**config.mk**
```make
export PLATFORM = sky130hd
export DESIGN_NAME = ata_pio_read_sequencer
export DESIGN_NICKNAME = d
export VERILOG_FILES = /design/src/sv/aprs_pkg.sv /design/src/sv/aprs_queue.sv /design/src/sv/aprs_front.sv /design/src/sv/aprs_back.sv /design/src/sv/ata_pio_read_sequencer.sv
export SDC_FILE = /design/constraint.sdc
export NUM_CORES = 1
export LEC_CHECK = 0
export BUFFER_PORTS_ARGS = -buffer_cell sky130_fd_sc_hd__buf_2
export CAP_MARGIN = 20
export CORE_MARGIN = 2
export CORE_UTILIZATION = 52
export CTS_CLUSTER_DIAMETER = 30
export DETAILED_ROUTE_END_ITERATION = 7
export GPL_TIMING_DRIVEN = 0
export HOLD_SLACK_MARGIN = 0.02
export PLACE_DENSITY_LB_ADDON = 0.15
export SYNTH_ARGS = -nofsm -noshare
export SYNTH_HDL_FRONTEND = slang
export SYNTH_HIERARCHICAL = 1
export SYNTH_SLANG_ARGS = --single-unit
```
**constraint.sdc**
```tcl
create_clock -name clk -period 5.6 [get_ports clk]
set_input_delay 1.68 -clock clk [delete_from_list [all_inputs] [get_ports clk]]
set_output_delay 1.68 -clock clk [all_outputs]
set_load 0.02 [all_outputs]
```
**src/sv/aprs_pkg.sv**
```systemverilog
// ----------------------------------------------------------------------------
// aprs_pkg
// types, codes and constants shared by the ata pio read sequencer modules
// ----------------------------------------------------------------------------
package aprs_pkg;

	localparam int unsigned LBA_W       = 28;
	localparam int unsigned COUNT_W     = 29;
	localparam int unsigned IDX_W       = 36;
	localparam int unsigned WORD_W      = 16;
	localparam int unsigned POLL_W      = 17;
	localparam int unsigned BATCH_W     = 8;
	localparam int unsigned MAX_BATCH   = 255;
	localparam int unsigned WORDS_PER_SECTOR = 256;
	localparam int unsigned POLL_LIMIT_RESET = 100000;

	localparam int unsigned QUEUE_DEPTH = 4;
	localparam int unsigned QUEUE_AW    = $clog2(QUEUE_DEPTH);

	// task file register offsets
	localparam logic [2:0] REG_NONE    = 3'd0;
	localparam logic [2:0] REG_COUNT   = 3'd2;
	localparam logic [2:0] REG_LBA_LO  = 3'd3;
	localparam logic [2:0] REG_LBA_MID = 3'd4;
	localparam logic [2:0] REG_LBA_HI  = 3'd5;
	localparam logic [2:0] REG_DRIVE   = 3'd6;
	localparam logic [2:0] REG_COMMAND = 3'd7;

	localparam logic [7:0] DRIVE_LBA_BASE   = 8'hE0;
	localparam logic [7:0] CMD_READ_SECTORS = 8'h20;

	// status bits
	localparam int unsigned ST_BSY = 7;
	localparam int unsigned ST_DRQ = 3;
	localparam int unsigned ST_ERR = 0;

	// setup sequence: six task file writes then a status request
	localparam logic [2:0] SETUP_LAST_STEP = 3'd6;

	typedef enum logic [0:0] {
		CFG_DRIVE_PRESENT = 1'b0,
		CFG_POLL_LIMIT    = 1'b1
	} cfg_reg_t;

	typedef enum logic [1:0] {
		MODE_START  = 2'd0,
		MODE_STATUS = 2'd1,
		MODE_DATA   = 2'd2
	} mode_t;

	typedef enum logic [1:0] {
		PH_IDLE     = 2'd0,
		PH_WAIT_BSY = 2'd1,
		PH_WAIT_DRQ = 2'd2,
		PH_DATA     = 2'd3
	} phase_t;

	typedef enum logic [2:0] {
		RK_REG_WRITE  = 3'd0,
		RK_STATUS_REQ = 3'd1,
		RK_BURST_REQ  = 3'd2,
		RK_WORD       = 3'd3,
		RK_DONE_OK    = 3'd4,
		RK_DONE_ERR   = 3'd5
	} rkind_t;

	typedef enum logic [1:0] {
		JOB_ONE   = 2'd0,
		JOB_WORD  = 2'd1,
		JOB_SETUP = 2'd2
	} job_op_t;

	// one classified item, expanded into beats by the back end
	typedef struct packed {
		job_op_t              op;
		rkind_t               kind;    // single beat kind, or the beat after a word
		logic                 follow;  // word job has a trailing beat
		logic [LBA_W-1:0]     lba;
		logic [BATCH_W-1:0]   batch;
		logic [IDX_W-1:0]     idx;
		logic [WORD_W-1:0]    data;
	} job_t;

	typedef struct packed {
		rkind_t               kind;
		logic [2:0]           sel;
		logic [7:0]           value;
		logic [IDX_W-1:0]     idx;
		logic [WORD_W-1:0]    data;
		logic                 last;
	} rsp_t;

	typedef struct packed {
		logic push;
		logic pop;
	} q_ctl_t;

	typedef struct packed {
		logic full;
		logic empty;
	} q_stat_t;

endpackage

```
**src/sv/aprs_queue.sv**
```systemverilog
// ----------------------------------------------------------------------------
// aprs_queue
// short job queue between the classifying front end and the beat back end
// ----------------------------------------------------------------------------
module aprs_queue (
	input  logic               clk,
	input  logic               arst_n,
	input  aprs_pkg::q_ctl_t   ctl,
	input  aprs_pkg::job_t     wr_job,
	output aprs_pkg::job_t     rd_job,
	output aprs_pkg::q_stat_t  stat
);

	aprs_pkg::job_t                    mem_q [aprs_pkg::QUEUE_DEPTH];
	logic [aprs_pkg::QUEUE_AW-1:0]     wr_ptr_q;
	logic [aprs_pkg::QUEUE_AW-1:0]     rd_ptr_q;
	logic [aprs_pkg::QUEUE_AW:0]       count_q;
	logic                              do_push;
	logic                              do_pop;

	assign stat.full  = (count_q == (aprs_pkg::QUEUE_AW+1)'(aprs_pkg::QUEUE_DEPTH));
	assign stat.empty = (count_q == '0);
	assign do_push    = ctl.push && !stat.full;
	assign do_pop     = ctl.pop && !stat.empty;
	assign rd_job     = mem_q[rd_ptr_q];

	always_ff @(posedge clk) begin
		if (do_push) begin
			mem_q[wr_ptr_q] <= wr_job;
		end
	end

	always_ff @(posedge clk or negedge arst_n) begin
		if (!arst_n) begin
			wr_ptr_q <= '0;
			rd_ptr_q <= '0;
			count_q  <= '0;
		end else begin
			if (do_push) begin
				wr_ptr_q <= wr_ptr_q + 1'b1;
			end
			if (do_pop) begin
				rd_ptr_q <= rd_ptr_q + 1'b1;
			end
			case ({do_push, do_pop})
				2'b10:   count_q <= count_q + 1'b1;
				2'b01:   count_q <= count_q - 1'b1;
				default: count_q <= count_q;
			endcase
		end
	end

endmodule

```
**src/sv/aprs_front.sv**
```systemverilog
// ----------------------------------------------------------------------------
// aprs_front
// accepts input items, runs the request state and pushes at most one job per item
// ----------------------------------------------------------------------------
module aprs_front (
	input  logic                                clk,
	input  logic                                arst_n,
	input  logic                                cfg_valid,
	input  aprs_pkg::cfg_reg_t                  cfg_index,
	input  logic [aprs_pkg::POLL_W-1:0]         cfg_data,
	input  logic                                accept,
	input  logic [1:0]                          mode,
	input  logic [aprs_pkg::LBA_W-1:0]          start_lba,
	input  logic [aprs_pkg::COUNT_W-1:0]        sector_count,
	input  logic [7:0]                          status_byte,
	input  logic [aprs_pkg::WORD_W-1:0]         data_in,
	output logic                                push,
	output aprs_pkg::job_t                      job
);

	logic                              drive_present_q;
	logic [aprs_pkg::POLL_W-1:0]       poll_limit_q;

	aprs_pkg::phase_t                  phase_q, phase_n;
	logic [aprs_pkg::LBA_W-1:0]        lba_q, lba_n;
	logic [aprs_pkg::COUNT_W-1:0]      sectors_q, sectors_n;
	logic [aprs_pkg::BATCH_W-1:0]      batch_q, batch_n;
	logic [7:0]                        word_cnt_q, word_cnt_n;
	logic [aprs_pkg::POLL_W-1:0]       poll_q, poll_n;
	logic [aprs_pkg::IDX_W-1:0]        offset_q, offset_n;

	logic [aprs_pkg::POLL_W-1:0]       poll_inc;
	logic                              poll_timeout;
	logic [aprs_pkg::BATCH_W-1:0]      batch_size;
	logic [aprs_pkg::BATCH_W-1:0]      batch_dec;
	logic [aprs_pkg::COUNT_W-1:0]      sectors_dec;

	assign poll_inc     = poll_q + 1'b1;
	assign poll_timeout = (poll_inc >= poll_limit_q);
	assign batch_size   = (sectors_q > aprs_pkg::COUNT_W'(aprs_pkg::MAX_BATCH)) ?
		aprs_pkg::BATCH_W'(aprs_pkg::MAX_BATCH) : sectors_q[aprs_pkg::BATCH_W-1:0];
	assign batch_dec    = batch_q - 1'b1;
	assign sectors_dec  = sectors_q - 1'b1;

	always_ff @(posedge clk or negedge arst_n) begin
		if (!arst_n) begin
			drive_present_q <= 1'b0;
			poll_limit_q    <= aprs_pkg::POLL_W'(aprs_pkg::POLL_LIMIT_RESET);
		end else if (cfg_valid) begin
			case (cfg_index)
				aprs_pkg::CFG_DRIVE_PRESENT: drive_present_q <= cfg_data[0];
				aprs_pkg::CFG_POLL_LIMIT:    poll_limit_q    <= cfg_data;
				default:                     poll_limit_q    <= poll_limit_q;
			endcase
		end
	end

	always_ff @(posedge clk or negedge arst_n) begin
		if (!arst_n) begin
			phase_q    <= aprs_pkg::PH_IDLE;
			lba_q      <= '0;
			sectors_q  <= '0;
			batch_q    <= '0;
			word_cnt_q <= '0;
			poll_q     <= '0;
			offset_q   <= '0;
		end else begin
			phase_q    <= phase_n;
			lba_q      <= lba_n;
			sectors_q  <= sectors_n;
			batch_q    <= batch_n;
			word_cnt_q <= word_cnt_n;
			poll_q     <= poll_n;
			offset_q   <= offset_n;
		end
	end

	always_comb begin
		phase_n    = phase_q;
		lba_n      = lba_q;
		sectors_n  = sectors_q;
		batch_n    = batch_q;
		word_cnt_n = word_cnt_q;
		poll_n     = poll_q;
		offset_n   = offset_q;
		push       = 1'b0;
		job        = '0;
		job.op     = aprs_pkg::JOB_ONE;
		job.kind   = aprs_pkg::RK_STATUS_REQ;

		if (accept) begin
			case (mode)
				aprs_pkg::MODE_START: begin
					// a start always abandons whatever was running
					phase_n = aprs_pkg::PH_IDLE;
					push    = 1'b1;
					if (!drive_present_q) begin
						job.kind = aprs_pkg::RK_DONE_ERR;
					end else if (sector_count == '0) begin
						job.kind = aprs_pkg::RK_DONE_OK;
					end else begin
						lba_n      = start_lba;
						sectors_n  = sector_count;
						batch_n    = '0;
						word_cnt_n = '0;
						offset_n   = '0;
						poll_n     = '0;
						phase_n    = aprs_pkg::PH_WAIT_BSY;
					end
				end
				aprs_pkg::MODE_STATUS: begin
					if (phase_q == aprs_pkg::PH_WAIT_BSY) begin
						push = 1'b1;
						if (!status_byte[aprs_pkg::ST_BSY]) begin
							job.op    = aprs_pkg::JOB_SETUP;
							job.lba   = lba_q;
							job.batch = batch_size;
							batch_n   = batch_size;
							poll_n    = '0;
							phase_n   = aprs_pkg::PH_WAIT_DRQ;
						end else begin
							poll_n = poll_inc;
							if (poll_timeout) begin
								phase_n  = aprs_pkg::PH_IDLE;
								job.kind = aprs_pkg::RK_DONE_ERR;
							end
						end
					end else if (phase_q == aprs_pkg::PH_WAIT_DRQ) begin
						push = 1'b1;
						// err wins over drq, bsy is ignored here
						if (status_byte[aprs_pkg::ST_ERR]) begin
							phase_n  = aprs_pkg::PH_IDLE;
							job.kind = aprs_pkg::RK_DONE_ERR;
						end else if (status_byte[aprs_pkg::ST_DRQ]) begin
							word_cnt_n = '0;
							phase_n    = aprs_pkg::PH_DATA;
							job.kind   = aprs_pkg::RK_BURST_REQ;
						end else begin
							poll_n = poll_inc;
							if (poll_timeout) begin
								phase_n  = aprs_pkg::PH_IDLE;
								job.kind = aprs_pkg::RK_DONE_ERR;
							end
						end
					end
				end
				aprs_pkg::MODE_DATA: begin
					if (phase_q == aprs_pkg::PH_DATA) begin
						push     = 1'b1;
						job.op   = aprs_pkg::JOB_WORD;
						job.idx  = offset_q;
						job.data = data_in;
						offset_n = offset_q + 1'b1;
						if (word_cnt_q == 8'(aprs_pkg::WORDS_PER_SECTOR - 1)) begin
							word_cnt_n = '0;
							batch_n    = batch_dec;
							sectors_n  = sectors_dec;
							lba_n      = lba_q + 1'b1;
							poll_n     = '0;
							job.follow = 1'b1;
							if (batch_dec != '0) begin
								phase_n = aprs_pkg::PH_WAIT_DRQ;
							end else if (sectors_dec != '0) begin
								phase_n = aprs_pkg::PH_WAIT_BSY;
							end else begin
								phase_n  = aprs_pkg::PH_IDLE;
								job.kind = aprs_pkg::RK_DONE_OK;
							end
						end else begin
							word_cnt_n = word_cnt_q + 1'b1;
						end
					end
				end
				default: begin
					push = 1'b0;
				end
			endcase
		end
	end

endmodule

```
**src/sv/aprs_back.sv**
```systemverilog
// ----------------------------------------------------------------------------
// aprs_back
// expands queued jobs into result beats behind an output register
// ----------------------------------------------------------------------------
module aprs_back (
	input  logic               clk,
	input  logic               arst_n,
	input  aprs_pkg::job_t     job,
	input  logic               job_valid,
	output logic               pop,
	input  logic               rsp_stall,
	output logic               rsp_valid,
	output aprs_pkg::rsp_t     rsp
);

	logic [2:0]        step_q;
	logic              out_valid_q;
	aprs_pkg::rsp_t    out_q;
	aprs_pkg::rsp_t    beat;
	logic              final_beat;
	logic              load;
	logic              take;

	always_comb begin
		beat       = '0;
		final_beat = 1'b1;
		beat.kind  = job.kind;
		case (job.op)
			aprs_pkg::JOB_ONE: begin
				final_beat = 1'b1;
			end
			aprs_pkg::JOB_WORD: begin
				if (step_q == '0) begin
					beat.kind  = aprs_pkg::RK_WORD;
					beat.idx   = job.idx;
					beat.data  = job.data;
					final_beat = !job.follow;
				end
			end
			aprs_pkg::JOB_SETUP: begin
				final_beat = (step_q == aprs_pkg::SETUP_LAST_STEP);
				if (!final_beat) begin
					beat.kind = aprs_pkg::RK_REG_WRITE;
				end
				case (step_q)
					3'd0: begin
						beat.sel   = aprs_pkg::REG_DRIVE;
						beat.value = aprs_pkg::DRIVE_LBA_BASE | {4'b0, job.lba[27:24]};
					end
					3'd1: begin
						beat.sel   = aprs_pkg::REG_COUNT;
						beat.value = job.batch;
					end
					3'd2: begin
						beat.sel   = aprs_pkg::REG_LBA_LO;
						beat.value = job.lba[7:0];
					end
					3'd3: begin
						beat.sel   = aprs_pkg::REG_LBA_MID;
						beat.value = job.lba[15:8];
					end
					3'd4: begin
						beat.sel   = aprs_pkg::REG_LBA_HI;
						beat.value = job.lba[23:16];
					end
					3'd5: begin
						beat.sel   = aprs_pkg::REG_COMMAND;
						beat.value = aprs_pkg::CMD_READ_SECTORS;
					end
					default: begin
						beat.sel   = aprs_pkg::REG_NONE;
					end
				endcase
			end
			default: begin
				final_beat = 1'b1;
			end
		endcase
		beat.last = final_beat;
	end

	assign load      = !out_valid_q || !rsp_stall;
	assign take      = load && job_valid;
	assign pop       = take && final_beat;
	assign rsp_valid = out_valid_q;
	assign rsp       = out_q;

	always_ff @(posedge clk) begin
		if (take) begin
			out_q <= beat;
		end
	end

	always_ff @(posedge clk or negedge arst_n) begin
		if (!arst_n) begin
			out_valid_q <= 1'b0;
			step_q      <= '0;
		end else begin
			if (load) begin
				out_valid_q <= job_valid;
			end
			if (take) begin
				step_q <= final_beat ? 3'd0 : step_q + 1'b1;
			end
		end
	end

endmodule

```
**src/sv/ata_pio_read_sequencer.sv**
```systemverilog
// ----------------------------------------------------------------------------
// ata_pio_read_sequencer
// host side ata pio read sequencer for 28-bit lba
// ----------------------------------------------------------------------------
// req channel (req_valid/req_stall) takes one item per beat: a start (mode 0,
// start_lba, sector_count), a sampled status byte (mode 1) or a data word
// (mode 2). rsp channel (rsp_valid/rsp_stall) returns the results: task file
// writes, status and burst requests, buffer words and done codes; last marks
// the final result of each input item. cfg channel writes drive_present
// (index 0) and poll_limit (index 1) and is always ready; write it only while
// the block is idle.
// the front end takes an item every cycle while its four-entry job queue has
// room; the first result of an item passes the job queue and then the output
// register before it shows on rsp. the back end drives one result beat per
// cycle while rsp_stall is low; a batch setup gives six register writes plus
// a status request. when rsp_stall is high the output register holds, the
// queue fills and then req_stall rises. reset returns to idle with an empty
// queue, drive_present 0 and poll_limit 100000.
// ----------------------------------------------------------------------------
module ata_pio_read_sequencer (
	input  logic                                clk,
	input  logic                                arst_n,
	input  logic                                cfg_valid,
	output logic                                cfg_ready,
	input  logic [0:0]                          cfg_index,
	input  logic [aprs_pkg::POLL_W-1:0]         cfg_data,
	input  logic                                req_valid,
	output logic                                req_stall,
	input  logic [1:0]                          mode,
	input  logic [aprs_pkg::LBA_W-1:0]          start_lba,
	input  logic [aprs_pkg::COUNT_W-1:0]        sector_count,
	input  logic [7:0]                          status_byte,
	input  logic [aprs_pkg::WORD_W-1:0]         data_in,
	output logic                                rsp_valid,
	input  logic                                rsp_stall,
	output logic [2:0]                          kind,
	output logic [2:0]                          reg_select,
	output logic [7:0]                          reg_value,
	output logic [aprs_pkg::IDX_W-1:0]          buffer_index,
	output logic [aprs_pkg::WORD_W-1:0]         data_out,
	output logic                                last
);

	aprs_pkg::q_ctl_t   q_ctl;
	aprs_pkg::q_stat_t  q_stat;
	aprs_pkg::job_t     push_job;
	aprs_pkg::job_t     head_job;
	aprs_pkg::rsp_t     rsp;
	logic               accept;

	assign cfg_ready = 1'b1;
	assign req_stall = q_stat.full;
	assign accept    = req_valid && !req_stall;

	aprs_front u_front (
		.clk          (clk),
		.arst_n       (arst_n),
		.cfg_valid    (cfg_valid && cfg_ready),
		.cfg_index    (aprs_pkg::cfg_reg_t'(cfg_index)),
		.cfg_data     (cfg_data),
		.accept       (accept),
		.mode         (mode),
		.start_lba    (start_lba),
		.sector_count (sector_count),
		.status_byte  (status_byte),
		.data_in      (data_in),
		.push         (q_ctl.push),
		.job          (push_job)
	);

	aprs_queue u_queue (
		.clk    (clk),
		.arst_n (arst_n),
		.ctl    (q_ctl),
		.wr_job (push_job),
		.rd_job (head_job),
		.stat   (q_stat)
	);

	aprs_back u_back (
		.clk       (clk),
		.arst_n    (arst_n),
		.job       (head_job),
		.job_valid (!q_stat.empty),
		.pop       (q_ctl.pop),
		.rsp_stall (rsp_stall),
		.rsp_valid (rsp_valid),
		.rsp       (rsp)
	);

	assign kind         = rsp.kind;
	assign reg_select   = rsp.sel;
	assign reg_value    = rsp.value;
	assign buffer_index = rsp.idx;
	assign data_out     = rsp.data;
	assign last         = rsp.last;

endmodule

```
==> results of run 1 <==
==> stage by stage <==
step | instance area, um^2 | setup WS (ns)
3_3_place_gp | 28900 | -1.19
4_1_cts | 33100 | 0.426
2_1_floorplan | 27200 | 0.699
6_report | 33100 | 0.346
5_1_grt | 33100 | 0.200
3_5_place_dp | 29000 | -0.253
==> layout make-up <==
class,instances,area (um^2),area share (%)
repair buffers,175,1000,3.03
clock inverters,91,1050,3.17
well taps,680,851,2.57
inverters,58,220,0.666
multi-input cells,1190,9110,27.5
plain buffers,106,601,1.82
clock buffers,131,3000,9.08
flip-flops and latches,600,17200,52.1
==> cell usage after synthesis (all sizes together) (26+ instances only) <==
library cell / number
dfrtp: 151
nand4: 27
a22oi: 28
edfxtp: 443
mux4: 94
nor3: 43
nand2: 126
nand3: 69
buf: 47
a21oi: 77
ha: 45
inv: 57
o21ai: 109
and2: 142
mux2: 26
clkbuf: 59
nor2: 90
nor4: 30
xnor2: 36
==> logic make-up after synthesis <==
group                    after synthesis  synth area share [%]
buffers and inverters                164                  3.01
multiplexers                         123                  8.98
other                                  1                0.0138
AO/OA/AOI/OAI                        343                  8.18
AND/OR/NAND/NOR                      619                  12.3
XOR/XNOR                              58                  1.87
adder cells (fa/ha/maj)               46                  2.15
flip-flops                           600                  63.5
==> layer usage <==
layer / wire length, um / track usage (%) / part of all wire [%]
met1: 28400 / 34.1 / 43
met2: 32300 / 41.1 / 49
met3: 4080 / 4.17 / 6.1
met4: 1810 / 9.45 / 2.7
met5: 0 / 0 / 0
==> power groups by stage <==
stage | clock network [mW] | registers, mW | logic, mW
floorplan | 0 | 6.20 | 2.52
global placement | 0 | 6.09 | 3.79
detailed placement | 0 | 6.09 | 3.88
CTS | 7.09 | 6.02 | 3.91
global route | 7.30 | 6.10 | 4.21
finish | 6.99 | 6.03 | 3.87
==> state kept, by name, indices dropped and copies added (netlist names) <==
name / count
u_queue/wr_ptr_q: 2
u_front/sectors_q: 29
u_back/step_q: 3
u_front/poll_q: 17
u_back/rsp: 67
u_front/lba_q: 28
u_queue/rd_ptr_q: 2
u_back/rsp_valid: 1
u_front/poll_limit_q: 17
u_front/offset_q: 36
u_front/word_cnt_q: 8
u_front/phase_q: 2
u_front/batch_q: 8
u_front/drive_present_q: 1
u_queue/mem_q: 376
u_queue/count_q: 3
==> layout by cell type (no fill, tap or decap), drive strengths merged, types with 30 or more instances in the layout <==
| master | instances |
|---|---|
| a21oi | 77 |
| clkbuf | 190 |
| mux4 | 94 |
| nand2 | 126 |
| edfxtp | 443 |
| nor4 | 30 |
| inv | 70 |
| nor3 | 43 |
| ha | 45 |
| dfrtp | 151 |
| buf | 222 |
| xnor2 | 36 |
| clkinv | 45 |
| and2 | 142 |
| o21ai | 109 |
| nor2 | 90 |
| nand3 | 69 |
==> worst max-delay path by stage <==
stage             from              endpoint  slack [ns]  depth (start not counted)
2_1_floorplan  mode[0]   u_queue/mem_q[0][0]        0.70                          9
3_3_place_gp   mode[0]   u_queue/mem_q[1][8]       -1.19                         10
3_5_place_dp   mode[0]  u_queue/mem_q[0][15]       -0.25                         11
4_1_cts        mode[0]  u_queue/mem_q[0][28]        0.43                         11
5_1_grt        mode[0]  u_queue/mem_q[0][25]        0.20                         11
6_report       mode[0]  u_queue/mem_q[0][27]        0.35                         11
==> results.yml, run 1 <==
status:
  outcome: "finished, final reports clean"
floorplanning:
  pin_count: 176
  row_count: 83
  core_area_um2: 51500
  fp.dieW_um: 233
  start_util_pct: 52.7
  dieHeight_um: 233
  die_area_um2: 54100
synthesis:
  synth_area_um2: 27200
  avgSynthCellArea_um2: 13.9
  syn_nets: 2106
  synth-seq-cells: 600
  yosys.area.top_type: "edfxtp_1"
  synthCells: 1954
  async_flop_share_pct: 26.2
  synth_edf_count: 443
  yosys_warnings: 6
  yosysUniqueCellTypes: 97
  netlist_top_cells_area: "edfxtp_1 49%, dfrtp_1 14%, mux4_2 7.8%, and2_1 3.3%, ha_1 2.1%"
  seq_area_frac_synth_pct: 63.5
  yosysTopAreaCellShare_pct: 49.0
  ys.flop_type: "edfxtp_1"
min_path:
  hold_end: "u_front/word_cnt_q[7]"
  worstHoldPathType: "reg2reg"
  hp-start: "u_front/word_cnt_q[7]"
  hold_depth: 1
power:
  switching_share_pct: 30.3
  pwr-share-clk_pct: 41.4
  comb_power_share_pct: 22.9
  power_density_nw_per_um2: 511
  power.switching_mw: 5.12
  p_int_mw: 11.8
  p_seq_share_pct: 35.7
  irDropWorstVdd_uv: 256
  leakage_nw: 12.6
  total_power_mw: 16.9
placement:
  routabilityCongestion: 0.919
  portBuffers: 169
  dp_cells: 2809
  dp_hpwl_mm: 43.9
timing:
  finalCritPeriodShare_pct: 93.8
  tightest_slew_ns: 1.23
  drv_slew: 0
  final-setup-viol-count: 0
  whs_ns: 0.485
  max_freq_mhz: 190
  slew-limit-headroom_pct: 17.3
  rsz0062_at_grt: "false"
  hold_viol_final: 0
  tns_ns: 0
  fin_crit_ns: 5.25
  fin_skew_ns: 0.0243
clock_network:
  cts_hold_buffers: 0
  cts_tree: "done"
  post_cts_buffers: 0
  cts.clk_slew.worst_paths_ns: 0.05
  cts_resized: 0
  cts.sinks: 600
  cts-root-buf: "clkbuf_16"
  ctsHtreeMaxLevel: 3
  clk_latency_ns: 0.66
  cts_buffers: 116
  clockBufferDepth: 3
setup_path:
  r2r-end: "u_queue/mem_q[0][91]"
  critPathBufInv: 6
  worst_setup_path_end_kind: "flip-flop"
  cp_cell_sequence: "buf_2, inv_1, ha_1, clkbuf_1, clkbuf_1, clkbuf_1, a221oi_1, nor2_1, nor2b_1, and2_4, buf_16"
  cp_top_family: "buffers and inverters"
  worst_ep_arrival_time_ns: 5.57
  r2r-start: "u_front/sectors_q[0]"
  slowest_delay_ns: 0.84
  required_ns: 5.92
  cp_slowest_cell: "and2_4"
  crit_path_start_kind: "primary input"
  path_common_cell: "clkbuf_1"
  reg2reg_slack_ns: 1.92
  worstSetupPathType: "in2reg"
  crit_path_max_fanout: 52
  reg2regPathDepth: 9
finish:
  nFillCells: 3879
  nNetsFinal: 2399
  final_util_pct: 64.2
  diodes: 0
  area_delta_synth_final_pct: 21.8
  post_layout_nonfiller_instances: 3031
  post_route_cells_drive_above_1_share_pct: 24.5
routing:
  drt_wl_total_mm: 66.6
  drtIter0Drc: 1453
  routedWlPerCell_um: 22.0
  detail-route-antenna-nets: 0
  vias_per_cell: 5.88
  drt_first_pass_iters: 6
  drcViolationCount: 0
  vias: 17800
global_routing:
  overflow: 0
  antenna_found_initial: 0
  grt_max_degree: 85
  grt.total_usage_pct: 25.2
  grt_pass1_wl_mm: 104
  grt_pass1_vias: 18300
run:
  drv_cap: 0
(Power assumes the default switching activity.)
==> inputs of run 2 (changes only) <==
--- a/config.mk
+++ b/config.mk
@@ -6,5 +6,4 @@
 export NUM_CORES = 1
 export LEC_CHECK = 0
-export BUFFER_PORTS_ARGS = -buffer_cell sky130_fd_sc_hd__buf_2
 export CAP_MARGIN = 20
 export CORE_MARGIN = 2
@@ -12,5 +11,5 @@
 export CTS_CLUSTER_DIAMETER = 30
 export DETAILED_ROUTE_END_ITERATION = 7
-export GPL_TIMING_DRIVEN = 0
+export DONT_BUFFER_PORTS = 1
 export HOLD_SLACK_MARGIN = 0.02
 export PLACE_DENSITY_LB_ADDON = 0.15
==> constraint.sdc (replaced) <==
create_clock -name clk -period 5.6 [get_ports clk]
set_input_delay 1.68 -clock clk [delete_from_list [all_inputs] [get_ports clk]]
set_output_delay 1.68 -clock clk [all_outputs]
set_load 0.1 [all_outputs]
==> run 2 against run 1 <==
  * Non-clock buffer count shrank 254
  * Sequential share of layout area is 2.1 points higher
  * Die area is the same
  * Clock power up 0.6%
  * Global-route usage decreased by 2.2 points
  * Combinational power shrank 25%
  * Fmax is 39% higher
  * Clock-buffer cell count grew 20
  * Critical path depth fell by 2
  * Via count down 7.3%
  * Cell count fell by 8.1%
  * Critical endpoint is now u_front/sectors_q[25]
==> results.yml, run 2 (synthesis results as in run 1) <==
status:
  outcome: "finished, final reports clean"
global_routing:
  grt_pass1_wl_mm: 95.7
  grt_max_degree: 158
  grt_pass1_vias: 16900
  antenna_found_initial: 4
  overflow: 0
  grt.total_usage_pct: 23.0
clock_network:
  cts_buffers: 119
  cts_hold_buffers: 0
  cts.sinks: 600
  cts_resized: 0
  clockBufferDepth: 3
  cts_tree: "done"
  ctsHtreeMaxLevel: 3
  post_cts_buffers: 0
  clk_latency_ns: 0.67
  cts.clk_slew.worst_paths_ns: 0.04
  cts-root-buf: "clkbuf_16"
routing:
  routedWlPerCell_um: 21.8
  vias: 16500
  drt_wl_total_mm: 60.8
  detail-route-antenna-nets: 0
  drcViolationCount: 0
  drt_first_pass_iters: 5
  drtIter0Drc: 1103
  vias_per_cell: 5.93
placement:
  dp_hpwl_mm: 37.6
  dp_cells: 2554
  portBuffers: 0
  placed_area_um2: 27700
  routabilityCongestion: 0.860
  dp_slack_ns: 1.10
setup_path:
  required_ns: 6.10
  worstSetupPathType: "in2reg"
  worst_ep_arrival_time_ns: 4.27
  crit_path_start_kind: "primary input"
  worst_setup_path_end_kind: "flip-flop"
  crit_path_max_fanout: 40
finish:
  regMostFlops: "u_queue/mem_q"
  post_layout_nonfiller_instances: 2784
  final_common_cell: "edfxtp_1"
  multi_input_area_um2: 9150
  seqCellArea_um2: 17200
  finalInstanceArea_um2: 31800
  area_delta_synth_final_pct: 17.2
  largest_register_ffs: 376
  nFillCells: 3879
  nNetsFinal: 2148
  post_route_cells_drive_above_1_share_pct: 18.2
  layout.cells.most_common_list: "443 x edfxtp_1, 149 x dfrtp_1, 138 x and2_1"
timing:
  drv_slew: 0
  max_freq_mhz: 265
  tns_ns: 0
  fin_skew_ns: 0.0264
  tightest_slew_ns: 1.05
  rsz0062_at_grt: "false"
  slew-limit-headroom_pct: 29.7
  hold_viol_final: 0
  fin_crit_ns: 3.77
  finalCritPeriodShare_pct: 67.3
  setup_ws_ns: 1.83
  final-setup-viol-count: 0
floorplanning:
  start_util_pct: 52.7
  fp.dieW_um: 233
  die_area_um2: 54100
  core_area_um2: 51500
  row_count: 83
  pin_count: 176
  dieHeight_um: 233
power:
  total_power_mw: 17.6
  irDropWorstVdd_uv: 283
  leakage_nw: 11.7
  power_density_nw_per_um2: 555
run:
  drv_cap: 0
min_path:
  worstHoldPathType: "reg2reg"
run 2: changes by cell type in the layout (fill, tap and decap cells not counted), moves of 5 or more:
cell,previous run,this run
clkinv_4,13,7
buf_1,8,0
clkbuf_1,67,27
buf_2,189,0
inv_6,9,2
buf_6,5,0
buf_4,9,21
clkinvlp_4,18,12
run 2: path summary, 6_finish.rpt:
kind | start | end | slack [ns] | depth (start not counted)
min in group asynchronous | arst_n | u_front/poll_limit_q[4] | 0.73 | 0
max in group asynchronous | arst_n | u_front/poll_limit_q[15] | 4.62 | 0
min reg2reg | u_front/word_cnt_q[1] | u_front/word_cnt_q[1] | 0.50 | 2
min | u_front/word_cnt_q[1] | u_front/word_cnt_q[1] | 0.50 | 2
max reg2reg | u_queue/rd_ptr_q[0] | u_queue/count_q[2] | 2.00 | 13
max | sector_count[0] | u_front/sectors_q[25] | 1.83 | 9
run 2: routing by layer:
layer	vias to the layer above	part of all wire, %	global-route usage [%]
li1	7563	-	-
met1	8313	43	30.5
met2	523	48	36.7
met3	116	6.2	5.21
met4	2	2.8	9.63
met5	-	0.026	0
run 2: worst max-delay path, cell delays in order:
cell	delay, ns
nor4_1	0.50
nand4_1	0.32
o211ai_1	0.28
buf_4	0.19
a21o_2	0.65
buf_4	0.37
a21oi_1	0.06
nor2_1	0.14
a21oi_1	0.05
run 2: area by class of cell:
cell class	instances	share of cell area (%)
clock buffer	151	9.96
clock inverter	74	2.83
timing repair buffer	27	0.881
inverter	58	0.684
antenna	4	0.0315
multi-input combinational	1190	28.7
sequential	600	54.2
tap	680	2.67
run 2: stage by stage:
stage | hold slack [ns] | util, %
2_1_floorplan | 0.446 | -
3_3_place_gp | 0.469 | 53.8
3_5_place_dp | 0.484 | 53.8
4_1_cts | 0.503 | 61.7
5_1_grt | 0.520 | 61.8
6_report | 0.497 | 61.8
run 2: where the power goes:
group | total, mW | internal (mW) | switching, mW
clock | 7.03 | 4.76 | 2.27
combinational | 2.90 | 1.32 | 1.57
sequential | 7.72 | 5.54 | 2.17
==> inputs of run 3 (changes only) <==
- ABC_AREA: not set -> 1
- clock period: 5.6 -> 3.6 ns (I/O delays scaled with it)
==> run 3 against run 2 <==
  * Clock power is 76% higher
  * Synthesized cell count up 55%
  * Via count grew 28%
  * Sequential cell count did not move
  * Worst setup slack got worse by 1.5 ns
  * Non-clock buffer count rose by 35
==> results.yml, run 3 <==
status:
  outcome: "finished, final reports clean"
setup_path:
  worst_setup_path_end_kind: "flip-flop"
  r2r-start: "u_front/poll_q[0]"
  crit_path_start_kind: "flip-flop"
  startpoint: "u_front/poll_q[0]"
  required_ns: 4.04
  worstSetupPathType: "reg2reg"
  cp_cell_sequence: "ha_2, nand4_1, nor2_4, nand3_4, nor4_4, nand4_1, xor2_1, ha_1, nand2_1, inv_1, nand3_1, nor2_2, nand2_1, nor2_1, nor2_1, nand3_2, nand4_1, inv_1, nor2_1, nand3_1, nand2_2, inv_2"
  crit_path_max_fanout: 4
  cp_slowest_cell: "dfrtp_1"
  slowest_delay_ns: 0.37
  worst_ep_arrival_time_ns: 3.73
synthesis:
  synth-compound-area-share_pct: 10.2
  synth_area_um2: 29000
  yosysTopAreaCellShare_pct: 45.8
  seq_area_frac_synth_pct: 59.4
  avgSynthCellArea_um2: 9.59
  synthMuxAreaShare_pct: 0.0345
  synthSimpleGateAreaFrac_pct: 17.8
  netlist_top_cells_count: "667 x nand2_1, 475 x inv_1, 443 x edfxtp_1"
  synthCells: 3025
  yosys.area.top_type: "edfxtp_1"
  synth-xor-area-share_pct: 1.96
  netlist_top_cells_area: "edfxtp_1 46%, dfrtp_1 13%, nand2_1 8.6%, inv_1 6.1%, o211ai_1 5.1%"
  syn_nets: 3177
  synth_top_family_by_area: "simple AND/OR/NAND/NOR gates"
  synth_edf_count: 443
  ys.flop_type: "edfxtp_1"
  async_flop_share_pct: 26.2
  yosysUniqueCellTypes: 55
  synth-seq-cells: 600
  yosys_warnings: 6
  synth_most_common_cell: "nand2_1"
  synth-adder-area-share_pct: 2.01
routing:
  vias: 21100
  drtIter0Drc: 1455
  vias_per_cell: 5.33
  detail-route-antenna-nets: 0
  drt_wl_total_mm: 70.4
  drt_first_pass_iters: 6
  drcViolationCount: 0
  routedWlPerCell_um: 17.8
power:
  pwr-share-clk_pct: 39.4
  total_power_mw: 31.3
  leakage_nw: 14.7
  power.switching_mw: 11.9
  power_density_nw_per_um2: 901
  irDropWorstVdd_uv: 613
  comb_power_share_pct: 21.8
  switching_share_pct: 38.1
  p_seq_share_pct: 38.8
  p_int_mw: 19.4
clock_network:
  cts.sinks: 600
  cts_tree: "done"
  cts-root-buf: "clkbuf_16"
  cts.clk_slew.worst_paths_ns: 0.04
  ctsHtreeMaxLevel: 4
  clockBufferDepth: 3
  cts_buffers: 134
  clk_latency_ns: 0.69
placement:
  dp_hpwl_mm: 46.2
  dp_cells: 3709
  routabilityCongestion: 0.899
  portBuffers: 0
global_routing:
  grt_use_met1_pct: 32.5
  grt_pass1_wl_mm: 111
  grt.total_usage_pct: 25.1
  met3_usage_pct: 6.13
  antenna_found_initial: 2
  overflow: 0
  busiest_layer: "met2"
  grt_pass1_vias: 20600
  use_met2_pct: 41.3
  grt_max_degree: 238
finish:
  regMostFlops: "u_queue/mem_q"
  largest_register_ffs: 376
  post_route_cells_drive_above_1_share_pct: 11.1
  diodes: 0
  nNetsFinal: 3253
  area_delta_synth_final_pct: 19.9
  post_layout_nonfiller_instances: 3960
  final_common_cell: "nand2_1"
  layout.cells.most_common_list: "665 x nand2_1, 471 x inv_1, 443 x edfxtp_1"
floorplanning:
  core_area_um2: 55100
  start_util_pct: 52.7
  row_count: 86
  die_area_um2: 57700
  dieHeight_um: 240
  fp.dieW_um: 240
  pin_count: 176
timing:
  hold_viol_final: 0
  slew-limit-headroom_pct: 30.1
  final-setup-viol-count: 0
  fin_crit_ns: 3.29
  fin_skew_ns: 0.0170
  drv_slew: 0
  max_freq_mhz: 304
  tightest_slew_ns: 1.05
  finalCritPeriodShare_pct: 91.3
  whs_ns: 0.0868
run:
  drv_cap: 0
min_path:
  worstHoldPathType: "in2async"
## run 3: changes by cell type after synthesis, sizes merged, moves of 29 or more
cell / previous run / this run
inv: 57 / 486
xnor2: 36 / 4
buf: 47 / 86
xor2: 22 / 61
nand3: 69 / 98
mux4: 94 / 0
nand2: 126 / 673
o211ai: 4 / 199
nor2: 90 / 381
and2: 142 / 2
## run 3: kinds of logic (layout without fill, tap and decap cells)
logic type | count (synthesis) | after routing
AND/OR/NAND/NOR | 1251 | 1251
buffers and inverters | 609 | 796
flip-flops | 600 | 600
AO/OA/AOI/OAI | 452 | 452
XOR/XNOR | 65 | 65
adder cells (fa/ha/maj) | 46 | 46
other | 1 | 1
multiplexers | 1 | 1
## run 3: layout make-up
class / count / area [um^2]
tap: 748 / 936
clock buffer: 169 / 3710
clock inverter: 78 / 946
fill: 4467 / 20300
multi-input combinational: 1816 / 9430
inverter: 487 / 1850
sequential: 600 / 17200
timing repair buffer: 62 / 666
## run 3: routing by layer
metal,part of all wire (%),vias up
li1,-,10300
met1,43,10100
met2,49,613
met3,6.0,115
met4,1.9,4
met5,0.034,-
## run 3: final timing paths
check,endpoint,slack (ns),depth (start not counted)
max,u_queue/mem_q[0][91],0.31,22
min,u_front/poll_limit_q[4],0.09,0
max reg2reg,u_queue/mem_q[0][91],0.31,22
min reg2reg,u_queue/count_q[0],0.47,1
max in group asynchronous,u_front/offset_q[11],3.22,0
min in group clk,u_queue/count_q[0],0.47,1
## run 3: worst max-delay path, delay by kind of cell, from the launching register on
family | cells | cell delay (ns)
AND/OR/NAND/NOR | 16 | 1.77
adder cells (fa/ha/maj) | 2 | 0.50
flip-flops | 1 | 0.37
XOR/XNOR | 1 | 0.24
buffers and inverters | 3 | 0.15
## run 3: metrics by stage
stage          area, um^2  setup WS, ns  util, %  TNS, ns
2_1_floorplan       29100        -0.152        -   -51.17
3_3_place_gp        30000         0.134     54.5        0
3_5_place_dp        30000        0.0778     54.5        0
4_1_cts             34700        0.0296     63.0        0
5_1_grt             34800       -0.0139     63.1  -0.0504
6_report            34800         0.312     63.1        0
## run 3: power groups by stage
stage	logic [mW]	registers (mW)	clock network, mW
after floorplan	5.12	12.1	0
after CTS	6.85	12.2	12.6
final	6.82	12.2	12.4
after global routing	7.70	12.3	12.9
after detailed placement	6.80	12.3	0
after global placement	6.64	12.2	0
## run 3: repair_timing
item	CTS	global route
resized for setup	0	15
setup endpoints to repair	0	6
buffers inserted	0	4
hold buffers	0	0
